**src/design/etl_pkg.sv**
```systemverilog
package etl_pkg;

    // Sizes
    localparam int MAX_NODES = 1024;
    localparam int MAX_TOUR  = 2048;
    localparam int LEVELS    = 11;

    localparam int NODE_W  = 10;
    localparam int DEPTH_W = 10;
    localparam int POS_W   = $clog2(MAX_TOUR);
    localparam int LEN_W   = POS_W + 1;
    localparam int LVL_W   = $clog2(LEVELS);
    localparam int NADR_W  = $clog2(MAX_NODES);
    localparam int ST_AW   = LVL_W + POS_W;
    localparam int ST_DEPTH = LEVELS * MAX_TOUR;

    // Actions
    localparam logic [1:0] ACT_CLEAR = 2'd0;
    localparam logic [1:0] ACT_LOAD  = 2'd1;
    localparam logic [1:0] ACT_BUILD = 2'd2;
    localparam logic [1:0] ACT_QUERY = 2'd3;

    // Status codes
    localparam logic [1:0] ST_OK       = 2'd0;
    localparam logic [1:0] ST_FULL     = 2'd1;
    localparam logic [1:0] ST_NO_BUILD = 2'd2;
    localparam logic [1:0] ST_UNSEEN   = 2'd3;

    // Datapath operations
    localparam logic [3:0] OP_NONE    = 4'd0;
    localparam logic [3:0] OP_SWEEP   = 4'd1;
    localparam logic [3:0] OP_LOAD_RD = 4'd2;
    localparam logic [3:0] OP_LOAD_WR = 4'd3;
    localparam logic [3:0] OP_B_INIT  = 4'd4;
    localparam logic [3:0] OP_B_L0    = 4'd5;
    localparam logic [3:0] OP_B_RD    = 4'd6;
    localparam logic [3:0] OP_B_DRD   = 4'd7;
    localparam logic [3:0] OP_B_WR    = 4'd8;
    localparam logic [3:0] OP_B_NEXT  = 4'd9;
    localparam logic [3:0] OP_B_DONE  = 4'd10;
    localparam logic [3:0] OP_Q_RD    = 4'd11;
    localparam logic [3:0] OP_Q_CALC  = 4'd12;
    localparam logic [3:0] OP_Q_ST    = 4'd13;
    localparam logic [3:0] OP_Q_DEP   = 4'd14;
    localparam logic [3:0] OP_Q_NODE  = 4'd15;

    typedef struct packed {
        logic [3:0] op;
        logic       capture;
        logic       anc_take;
        logic       finish;
    } cmd_t;

    typedef struct packed {
        logic sweep_last;
        logic row_last;
        logic lv_last;
        logic len_zero;
        logic top_zero;
        logic q_bad;
        logic out_free;
    } sts_t;

    // Index of highest set bit, zero for zero
    function automatic logic [LVL_W-1:0] floor_log2(input logic [LEN_W-1:0] v);
        logic [LVL_W-1:0] r;
        r = '0;
        for (int k = 0; k < LEN_W; k++)
        begin
            if (v[k])
            begin
                r = LVL_W'(k);
            end
        end
        return r;
    endfunction

    function automatic logic [LVL_W-1:0] cap_level(input logic [LVL_W-1:0] lv);
        logic [LVL_W-1:0] top;
        top = LVL_W'(LEVELS - 1);
        return (lv > top) ? top : lv;
    endfunction

endpackage

```
**src/design/etl_ctrl.sv**
```systemverilog
module etl_ctrl (
    input  logic          clk,
    input  logic          rst_n,
    input  logic          req_valid,
    input  logic [1:0]    req_action,
    output logic          req_ready,
    input  etl_pkg::sts_t sts,
    output etl_pkg::cmd_t cmd
);
    import etl_pkg::*;

    localparam logic [3:0] S_IDLE    = 4'd0;
    localparam logic [3:0] S_RSWEEP  = 4'd1;
    localparam logic [3:0] S_CSWEEP  = 4'd2;
    localparam logic [3:0] S_LOAD_RD = 4'd3;
    localparam logic [3:0] S_LOAD_WR = 4'd4;
    localparam logic [3:0] S_B_INIT  = 4'd5;
    localparam logic [3:0] S_B_L0    = 4'd6;
    localparam logic [3:0] S_B_RD    = 4'd7;
    localparam logic [3:0] S_B_DRD   = 4'd8;
    localparam logic [3:0] S_B_WR    = 4'd9;
    localparam logic [3:0] S_B_NEXT  = 4'd10;
    localparam logic [3:0] S_B_DONE  = 4'd11;
    localparam logic [3:0] S_Q_RD    = 4'd12;
    localparam logic [3:0] S_Q_CALC  = 4'd13;
    localparam logic [3:0] S_Q_ST    = 4'd14;
    localparam logic [3:0] S_Q_MID   = 4'd15;

    logic [3:0] state_reg, state_next;
    logic       node_reg, node_next;   // query tail: pick and node read
    logic       take_reg, take_next;   // query tail: answer node taken
    logic       fin_reg, fin_next;     // waiting to hand result to output

    // State register
    always_ff @(posedge clk or negedge rst_n)
    begin
        if (!rst_n)
        begin
            state_reg <= S_RSWEEP;
            node_reg  <= 1'b0;
            take_reg  <= 1'b0;
            fin_reg   <= 1'b0;
        end
        else
        begin
            state_reg <= state_next;
            node_reg  <= node_next;
            take_reg  <= take_next;
            fin_reg   <= fin_next;
        end
    end

    assign req_ready = (state_reg == S_IDLE) && !fin_reg && !node_reg && !take_reg;

    // Next state and commands
    always_comb
    begin
        state_next   = state_reg;
        node_next    = node_reg;
        take_next    = take_reg;
        fin_next     = fin_reg;
        cmd.op       = OP_NONE;
        cmd.capture  = 1'b0;
        cmd.anc_take = 1'b0;
        cmd.finish   = 1'b0;
        if (fin_reg)
        begin
            if (sts.out_free)
            begin
                cmd.finish = 1'b1;
                fin_next   = 1'b0;
            end
        end
        else if (take_reg)
        begin
            cmd.anc_take = 1'b1;
            take_next    = 1'b0;
            fin_next     = 1'b1;
        end
        else if (node_reg)
        begin
            cmd.op    = OP_Q_NODE;
            node_next = 1'b0;
            take_next = 1'b1;
        end
        else
        begin
            case (state_reg)
                S_IDLE:
                begin
                    if (req_valid)
                    begin
                        cmd.capture = 1'b1;
                        case (req_action)
                            ACT_CLEAR: state_next = S_CSWEEP;
                            ACT_LOAD:  state_next = S_LOAD_RD;
                            ACT_BUILD: state_next = S_B_INIT;
                            default:   state_next = S_Q_RD;
                        endcase
                    end
                end
                S_RSWEEP:
                begin
                    cmd.op = OP_SWEEP;
                    if (sts.sweep_last)
                    begin
                        state_next = S_IDLE;
                    end
                end
                S_CSWEEP:
                begin
                    cmd.op = OP_SWEEP;
                    if (sts.sweep_last)
                    begin
                        state_next = S_IDLE;
                        fin_next   = 1'b1;
                    end
                end
                S_LOAD_RD:
                begin
                    cmd.op     = OP_LOAD_RD;
                    state_next = S_LOAD_WR;
                end
                S_LOAD_WR:
                begin
                    cmd.op     = OP_LOAD_WR;
                    state_next = S_IDLE;
                    fin_next   = 1'b1;
                end
                S_B_INIT:
                begin
                    cmd.op     = OP_B_INIT;
                    state_next = sts.len_zero ? S_B_DONE : S_B_L0;
                end
                S_B_L0:
                begin
                    cmd.op = OP_B_L0;
                    if (sts.row_last)
                    begin
                        state_next = sts.top_zero ? S_B_DONE : S_B_NEXT;
                    end
                end
                S_B_NEXT:
                begin
                    cmd.op     = OP_B_NEXT;
                    state_next = S_B_RD;
                end
                S_B_RD:
                begin
                    cmd.op     = OP_B_RD;
                    state_next = S_B_DRD;
                end
                S_B_DRD:
                begin
                    cmd.op     = OP_B_DRD;
                    state_next = S_B_WR;
                end
                S_B_WR:
                begin
                    cmd.op = OP_B_WR;
                    if (!sts.row_last)
                    begin
                        state_next = S_B_RD;
                    end
                    else
                    begin
                        state_next = sts.lv_last ? S_B_DONE : S_B_NEXT;
                    end
                end
                S_B_DONE:
                begin
                    cmd.op     = OP_B_DONE;
                    state_next = S_IDLE;
                    fin_next   = 1'b1;
                end
                S_Q_RD:
                begin
                    cmd.op     = OP_Q_RD;
                    state_next = S_Q_CALC;
                end
                S_Q_CALC:
                begin
                    cmd.op = OP_Q_CALC;
                    if (sts.q_bad)
                    begin
                        state_next = S_IDLE;
                        fin_next   = 1'b1;
                    end
                    else
                    begin
                        state_next = S_Q_ST;
                    end
                end
                S_Q_ST:
                begin
                    cmd.op     = OP_Q_ST;
                    state_next = S_Q_MID;
                end
                S_Q_MID:
                begin
                    // depth read, then pick and node lookup in the tail
                    cmd.op     = OP_Q_DEP;
                    state_next = S_IDLE;
                    node_next  = 1'b1;
                end
                default:
                begin
                    state_next = S_IDLE;
                end
            endcase
        end
    end

endmodule

```
**config.mk**
```make
export PLATFORM = sky130hd
export DESIGN_NAME = etl_ctrl
export DESIGN_NICKNAME = d
export VERILOG_FILES = /design/src/design/etl_pkg.sv /design/src/design/etl_ctrl.sv
export SDC_FILE = /design/constraint.sdc
export NUM_CORES = 1
export LEC_CHECK = 0
export BUFFER_PORTS_ARGS = -buffer_cell sky130_fd_sc_hd__buf_4
export CORE_AREA = 2 2 55 57
export CTS_CLUSTER_SIZE = 24
export DETAILED_ROUTE_END_ITERATION = 7
export DIE_AREA = 0 0 57 59
export PLACE_DENSITY = 0.59
export SYNTH_ARGS = -nofsm -noshare
export SYNTH_HDL_FRONTEND = slang
export SYNTH_SLANG_ARGS = --single-unit
```
**constraint.sdc**
```tcl
create_clock -name clk -period 3.2 [get_ports clk]
set_input_delay 0.16 -clock clk [delete_from_list [all_inputs] [get_ports clk]]
set_output_delay 0.16 -clock clk [all_outputs]
set_load 0.02 [all_outputs]
```
==> impl_metrics.env, run 1 <==
export IMPL_place_congestion=0.791
export IMPL_grt_pass1_wl_um=3020
export IMPL_ys_warn_count=0
export IMPL_num_io_pins=20
export IMPL_drc=0
export IMPL_place_area_um2=923
export IMPL_path_class="flip-flop to output pin"
export IMPL_finalHoldViolCount=0
export IMPL_fin_area_um2=960
export IMPL_largest_reg_flops=4
export IMPL_layout_cells_non_filler=148
export IMPL_synthTopCellsByArea="dfrtp_1 (19%), ha_1 (6.3%), a21oi_1 (5.7%), o21ai_0 (3.8%), dfstp_2 (3.3%)"
export IMPL_ys_seq_area_share_pct=22.3
export IMPL_r2r_cells=4
export IMPL_overflow=0
export IMPL_cts_buffers=3
export IMPL_timing_hold_ws_ns=0.215
export IMPL_ys_flop_type="dfrtp_1"
export IMPL_dpl_cell_count=143
export IMPL_maxSlewHeadroom_pct=59.1
export IMPL_clock_latency_ns=0.24
export IMPL_yosys_area_top_type="dfrtp_1"
export IMPL_regToRegEndpoint="state_reg[1]"
export IMPL_cts_root_buf="clkbuf_4"
export IMPL_required_ns=3.04
export IMPL_path_clk_slew_ns=0.05
export IMPL_crit_fanout=22
export IMPL_vias=784
export IMPL_tns_ns=0
export IMPL_die_h_um=59
export IMPL_nets=134
export IMPL_clk_path_buf_depth=2
export IMPL_synth_most_common_cell="a21oi_1"
export IMPL_viasPerCell=5.30
export IMPL_ys_seq_elements=7
export IMPL_syn_inst=103
export IMPL_cts_setup_buffers=0
export IMPL_finalMaxSlewViolations=0
export IMPL_synth_edf_count=0
export IMPL_core_um2=2710
export IMPL_port_buffers=19
export IMPL_die_area_um2=3360
export IMPL_track_usage_pct=11.2
export IMPL_finalCoreUtilization_pct=35.4
export IMPL_drt_iter0_markers=13
export IMPL_antennaDiodeCount=0
export IMPL_cp_common_cell="nor2_1"
export IMPL_drive_above_1_share_pct=29.9
export IMPL_start_util_pct=29.2
export IMPL_finalSetupViolations=0
export IMPL_tightest_slew_ns=0.614
export IMPL_synthTopCellsByCount="a21oi_1 (9), nand2_1 (7), nor2_1 (7)"
export IMPL_area_growth_syn_to_layout_pct=21.2
export IMPL_placementRows=19
export IMPL_cts_tree="yes"
export IMPL_antenna_found_initial=0
export IMPL_reg2reg_slack_ns=1.21
export IMPL_p_leak_nw=0.410
export IMPL_yosysUniqueCellTypes=41
export IMPL_netlist_area_leader_share_pct=19.0
export IMPL_die_w_um=57
export IMPL_end_kind="output pin"
export IMPL_critPathLaunch="state_reg[1]"
export IMPL_drtPass1Iterations=4
export IMPL_maxCapViolations=0
export IMPL_clock_sinks=7
export IMPL_rsz0062_at_grt="no"
export IMPL_fin_worst_skew_ns=0.00140
export IMPL_worstPathArrival_ns=1.91
export IMPL_power_density_nw_per_um2=983
export IMPL_totalWireLength_um=1820
export IMPL_drt_wirelength_per_cell_um=12.3
export IMPL_async_flop_share_pct=100
export IMPL_slowest_delay_ns=0.60
export IMPL_dp_hpwl_um=1430
export IMPL_cts_resized=0
export IMPL_htreeDepth=1
export IMPL_synth_fp_nets=119
export IMPL_fmax_mhz=484
export IMPL_min_path_type="input pin to flip-flop"
export IMPL_crit_chain="nor2_1 -> nand2_1 -> nor2_1 -> and2_1 -> buf_4"
export IMPL_status="completed"
export IMPL_irDropWorstVdd_uv=543
export IMPL_hp_start="sts[0]"
export IMPL_grt_max_degree=23
export IMPL_reg2reg_from="state_reg[2]"
export IMPL_syn_avg_cell_area_um2=7.69
export IMPL_ctsHoldBuffers=1
export IMPL_crit_end="cmd[2]"
export IMPL_cpMaxStageDelayCell="dfrtp_1"
export IMPL_fin_crit_sh_pct=64.6
export IMPL_first_global_vias=713
export IMPL_syn_area_um2=792
export IMPL_period_minus_slack_ns=2.07
export IMPL_startpoint_type="flip-flop"
export IMPL_postRouteAntennaNets=0
-- layout make-up --
type | count | area [um^2]
Sequential cell | 7 | 176
Inverter | 5 | 18.8
Timing Repair Buffer | 20 | 153
Clock buffer | 4 | 26.3
Tap cell | 31 | 38.8
Multi-Input combinational cell | 81 | 547
Fill cell | 307 | 1750
-- metrics by stage --
step | total power [mW] | worst slack, ns
final | 0.943 | 1.13
after floorplan | 0.727 | 1.48
after CTS | 0.951 | 1.13
after detailed placement | 0.868 | 1.23
after global placement | 0.863 | 1.29
after global routing | 1.03 | 0.948
-- layout by cell type (no fill, tap or decap), types with 2 or more instances in the layout --
| cell type | netlist | final |
|---|---|---|
| nand2_1 | 7 | 7 |
| a211oi_1 | 2 | 2 |
| nor2b_1 | 3 | 3 |
| buf_4 | 0 | 19 |
| a211o_1 | 2 | 2 |
| ha_1 | 4 | 4 |
| o21ai_0 | 6 | 6 |
| inv_1 | 5 | 5 |
| nor2_1 | 7 | 7 |
| a21oi_1 | 9 | 9 |
| or3_4 | 2 | 2 |
| o31ai_1 | 2 | 2 |
| nand3b_1 | 2 | 2 |
| or2_2 | 2 | 2 |
| dfrtp_1 | 6 | 6 |
| nor3_1 | 4 | 4 |
| clkbuf_4 | 0 | 3 |
| o32ai_1 | 2 | 2 |
| o32a_1 | 2 | 2 |
| mux2_2 | 2 | 2 |
| nor3b_1 | 2 | 2 |
| nand2b_1 | 3 | 3 |
| a31o_2 | 2 | 2 |
| o21a_1 | 2 | 2 |
-- worst max-delay path, delay by kind of cell (launching register included) --
| kind | cells | cell delay (ns) |
|---|---|---|
| buf+inv | 1 | 0.13 |
| simple gates | 4 | 0.92 |
| flops | 1 | 0.60 |
-- report_power, final --
part / internal, mW / leakage (nW) / total (mW) / switching [mW]
Clock: 0.0474 / 0.0150 / 0.0764 / 0.0291
Combinational: 0.316 / 0.308 / 0.598 / 0.282
Sequential: 0.131 / 0.0873 / 0.269 / 0.137
-- per-layer routing --
| metal | global-route usage (%) | vias up | part of all wire, % | wire length [um] |
|---|---|---|---|---|
| met2 | 18.9 | 15 | 50 | 904 |
| met3 | 1.09 | 2 | 3.0 | 55 |
| met4 | 4.98 | 0 | 0.71 | 13 |
| met5 | 0 | - | 0 | 0 |
| li1 | - | 405 | - | - |
| met1 | 14.7 | 362 | 47 | 849 |
-- how the worst min path moves through the flow --
stage               endpoint  cells past startpoint
global route         fin_reg                      3
CTS                  fin_reg                      3
global placement     fin_reg                      1
floorplan            fin_reg                      0
detailed placement   fin_reg                      1
finish               fin_reg                      3
-- logic make-up (layout without fill, tap and decap cells) --
logic type	Yosys count	count (layout)	share of synthesized area (%)
AOI/OAI and AO/OA	35	35	30.8
buffers and inverters	15	29	8.69
muxes	2	2	2.84
adders and majority gates	4	4	6.32
DFF	7	7	22.3
and+or+nand+nor	40	40	29.1
(Power assumes the default switching activity.)
==> inputs of run 2 (changes only) <==
--- a/config.mk
+++ b/config.mk
@@ -10,7 +10,7 @@
 export CTS_CLUSTER_SIZE = 24
 export DETAILED_ROUTE_END_ITERATION = 7
 export DIE_AREA = 0 0 57 59
-export PLACE_DENSITY = 0.59
+export PLACE_DENSITY = 0.61
 export SYNTH_ARGS = -nofsm -noshare
 export SYNTH_HDL_FRONTEND = slang
 export SYNTH_SLANG_ARGS = --single-unit
==> constraint.sdc (replaced) <==
create_clock -name clk -period 1.71 [get_ports clk]
set_input_delay 0.0855 -clock clk [delete_from_list [all_inputs] [get_ports clk]]
set_output_delay 0.0855 -clock clk [all_outputs]
set_load 0.02 [all_outputs]
==> impl_metrics.env, run 2 (synthesis gave the netlist of run 1 again) <==
export IMPL_pre_cts_slack_ns=0.0519
export IMPL_p_comb_share_pct=77.5
export IMPL_drt_wirelength_per_cell_um=12.6
export IMPL_overflow=0
export IMPL_finalHoldViolCount=0
export IMPL_cts_buffers=3
export IMPL_path_clk_slew_ns=0.05
export IMPL_num_fill_cells=290
export IMPL_min_path_type="input pin to flip-flop"
export IMPL_grt_max_degree=19
export IMPL_nets=149
export IMPL_period_minus_slack_ns=1.72
export IMPL_htreeDepth=1
export IMPL_cts_root_buf="clkbuf_4"
export IMPL_first_global_vias=795
export IMPL_setup_ws_ns=-0.0124
export IMPL_totalWireLength_um=2050
export IMPL_power_mw=2.16
export IMPL_worstPathArrival_ns=1.89
export IMPL_fmax_mhz=581
export IMPL_irDropWorstVdd_uv=875
export IMPL_p_sw_mw=0.967
export IMPL_antennaDiodeCount=0
export IMPL_port_buffers=19
export IMPL_reg2reg_from="state_reg[0]"
export IMPL_timing_hold_ws_ns=0.134
export IMPL_p_leak_nw=0.493
export IMPL_required_ns=1.88
export IMPL_finalCoreUtilization_pct=41.6
export IMPL_viasPerCell=5.22
export IMPL_largest_reg_flops=4
export IMPL_violations="setup timing"
export IMPL_dp_hpwl_um=1640
export IMPL_drive_above_1_share_pct=46.2
export IMPL_grt_pass1_wl_um=3590
export IMPL_regToRegEndpoint="state_reg[0]"
export IMPL_area_growth_syn_to_layout_pct=42.5
export IMPL_tightest_slew_ns=0.289
export IMPL_startpoint_type="flip-flop"
export IMPL_place_congestion=0.851
export IMPL_fin_worst_skew_ns=0.00409
export IMPL_clock_latency_ns=0.25
export IMPL_end_kind="flip-flop"
export IMPL_antenna_found_initial=0
export IMPL_placementRows=19
export IMPL_hp_start="sts[0]"
export IMPL_holdPathStages=3
export IMPL_num_io_pins=20
export IMPL_postRouteAntennaNets=0
export IMPL_final_common_cell="buf_4"
export IMPL_drc=0
export IMPL_switching_share_pct=44.8
export IMPL_die_h_um=59
export IMPL_clock_sinks=7
export IMPL_die_area_um2=3360
export IMPL_rsz0062_at_grt="yes"
export IMPL_reg2reg_slack_ns=-0.01
export IMPL_pwr_share_seq_pct=15.6
export IMPL_track_usage_pct=13.6
export IMPL_start_util_pct=29.2
export IMPL_r2r_cells=4
export IMPL_finalSetupViolations=1
export IMPL_clk_path_buf_depth=2
export IMPL_pwr_share_clk_pct=6.9
export IMPL_crit_fanout=6
export IMPL_cell_internal_pwr_mw=1.19
export IMPL_maxCapViolations=0
export IMPL_finalMaxSlewViolations=0
export IMPL_fin_crit_sh_pct=101
export IMPL_die_w_um=57
export IMPL_whs_endpoint="fin_reg"
export IMPL_vias=851
export IMPL_status="finished with violations"
export IMPL_drt_iter0_markers=41
export IMPL_maxSlewHeadroom_pct=80.6
export IMPL_cts_tree="yes"
export IMPL_path_class="flip-flop to flip-flop"
export IMPL_mostFrequentLayoutCells="buf_4 (31), a21oi_1 (8), o21ai_0 (6)"
export IMPL_power_density_nw_per_um2=1910
export IMPL_core_um2=2710
export IMPL_drtPass1Iterations=4
## run 2: changes by cell type in the layout (fill, tap and decap cells not counted), sizes merged
cell and delta:
buf +15
## run 2: worst max-delay path: stages, from the launching register on
cell,delay (ns)
dfstp_2,0.61
nor3_2,0.05
o21a_1,0.20
or3_4,0.41
o32a_1,0.37
## run 2: worst max-delay path by stage
stage | startpoint | to | slack (ns)
final | state_reg[0] | state_reg[0] | -0.01
after detailed placement | state_reg[0] | state_reg[0] | 0.05
after floorplan | fin_reg | state_reg[0] | 0.03
after global routing | state_reg[0] | state_reg[0] | -0.04
after global placement | state_reg[2] | state_reg[3] | 0.07
after CTS | state_reg[0] | cmd[5] | 0.02
## run 2: through the flow
step                TNS (ns)  cells  instance area (um^2)
floorplan                  0    103                   792
global placement           0    154                  1010
detailed placement         0    154                  1010
CTS                        0    159                  1050
global route         -0.0986    163                  1130
finish               -0.0124    163                  1130
## run 2: area by class of cell
type	count	area (um^2)	share of cell area, %
multi-input combinational	81	589	52.2
sequential	7	179	15.9
inverter	5	18.8	1.66
timing repair buffer	35	277	24.5
clock buffer	4	26.3	2.33
tap	31	38.8	3.44
## run 2: layer usage
metal	GRT usage, %	vias up	share of wire, %
li1	-	435	-
met1	17.9	395	46
met4	5.65	0	1.6
met2	20.9	17	49
met3	3.93	4	3.7
met5	0	-	0
## run 2: power groups by stage
| stage | registers (mW) | clock network [mW] | logic (mW) |
|---|---|---|---|
| finish | 0.338 | 0.149 | 1.67 |
| global route | 0.345 | 0.169 | 1.84 |
| CTS | 0.331 | 0.156 | 1.51 |
| detailed placement | 0.329 | 0 | 1.48 |
| global placement | 0.330 | 0 | 1.46 |
| floorplan | 0.272 | 0 | 1.09 |
## run 2: what timing repair did
action | 4_1_cts | 5_1_grt
hold endpoints to repair | 7 | 0
hold buffers | 1 | 0
pin swaps | 0 | 7
setup endpoints to repair | 3 | 9
setup buffers | 0 | 4
resized for setup | 4 | 13
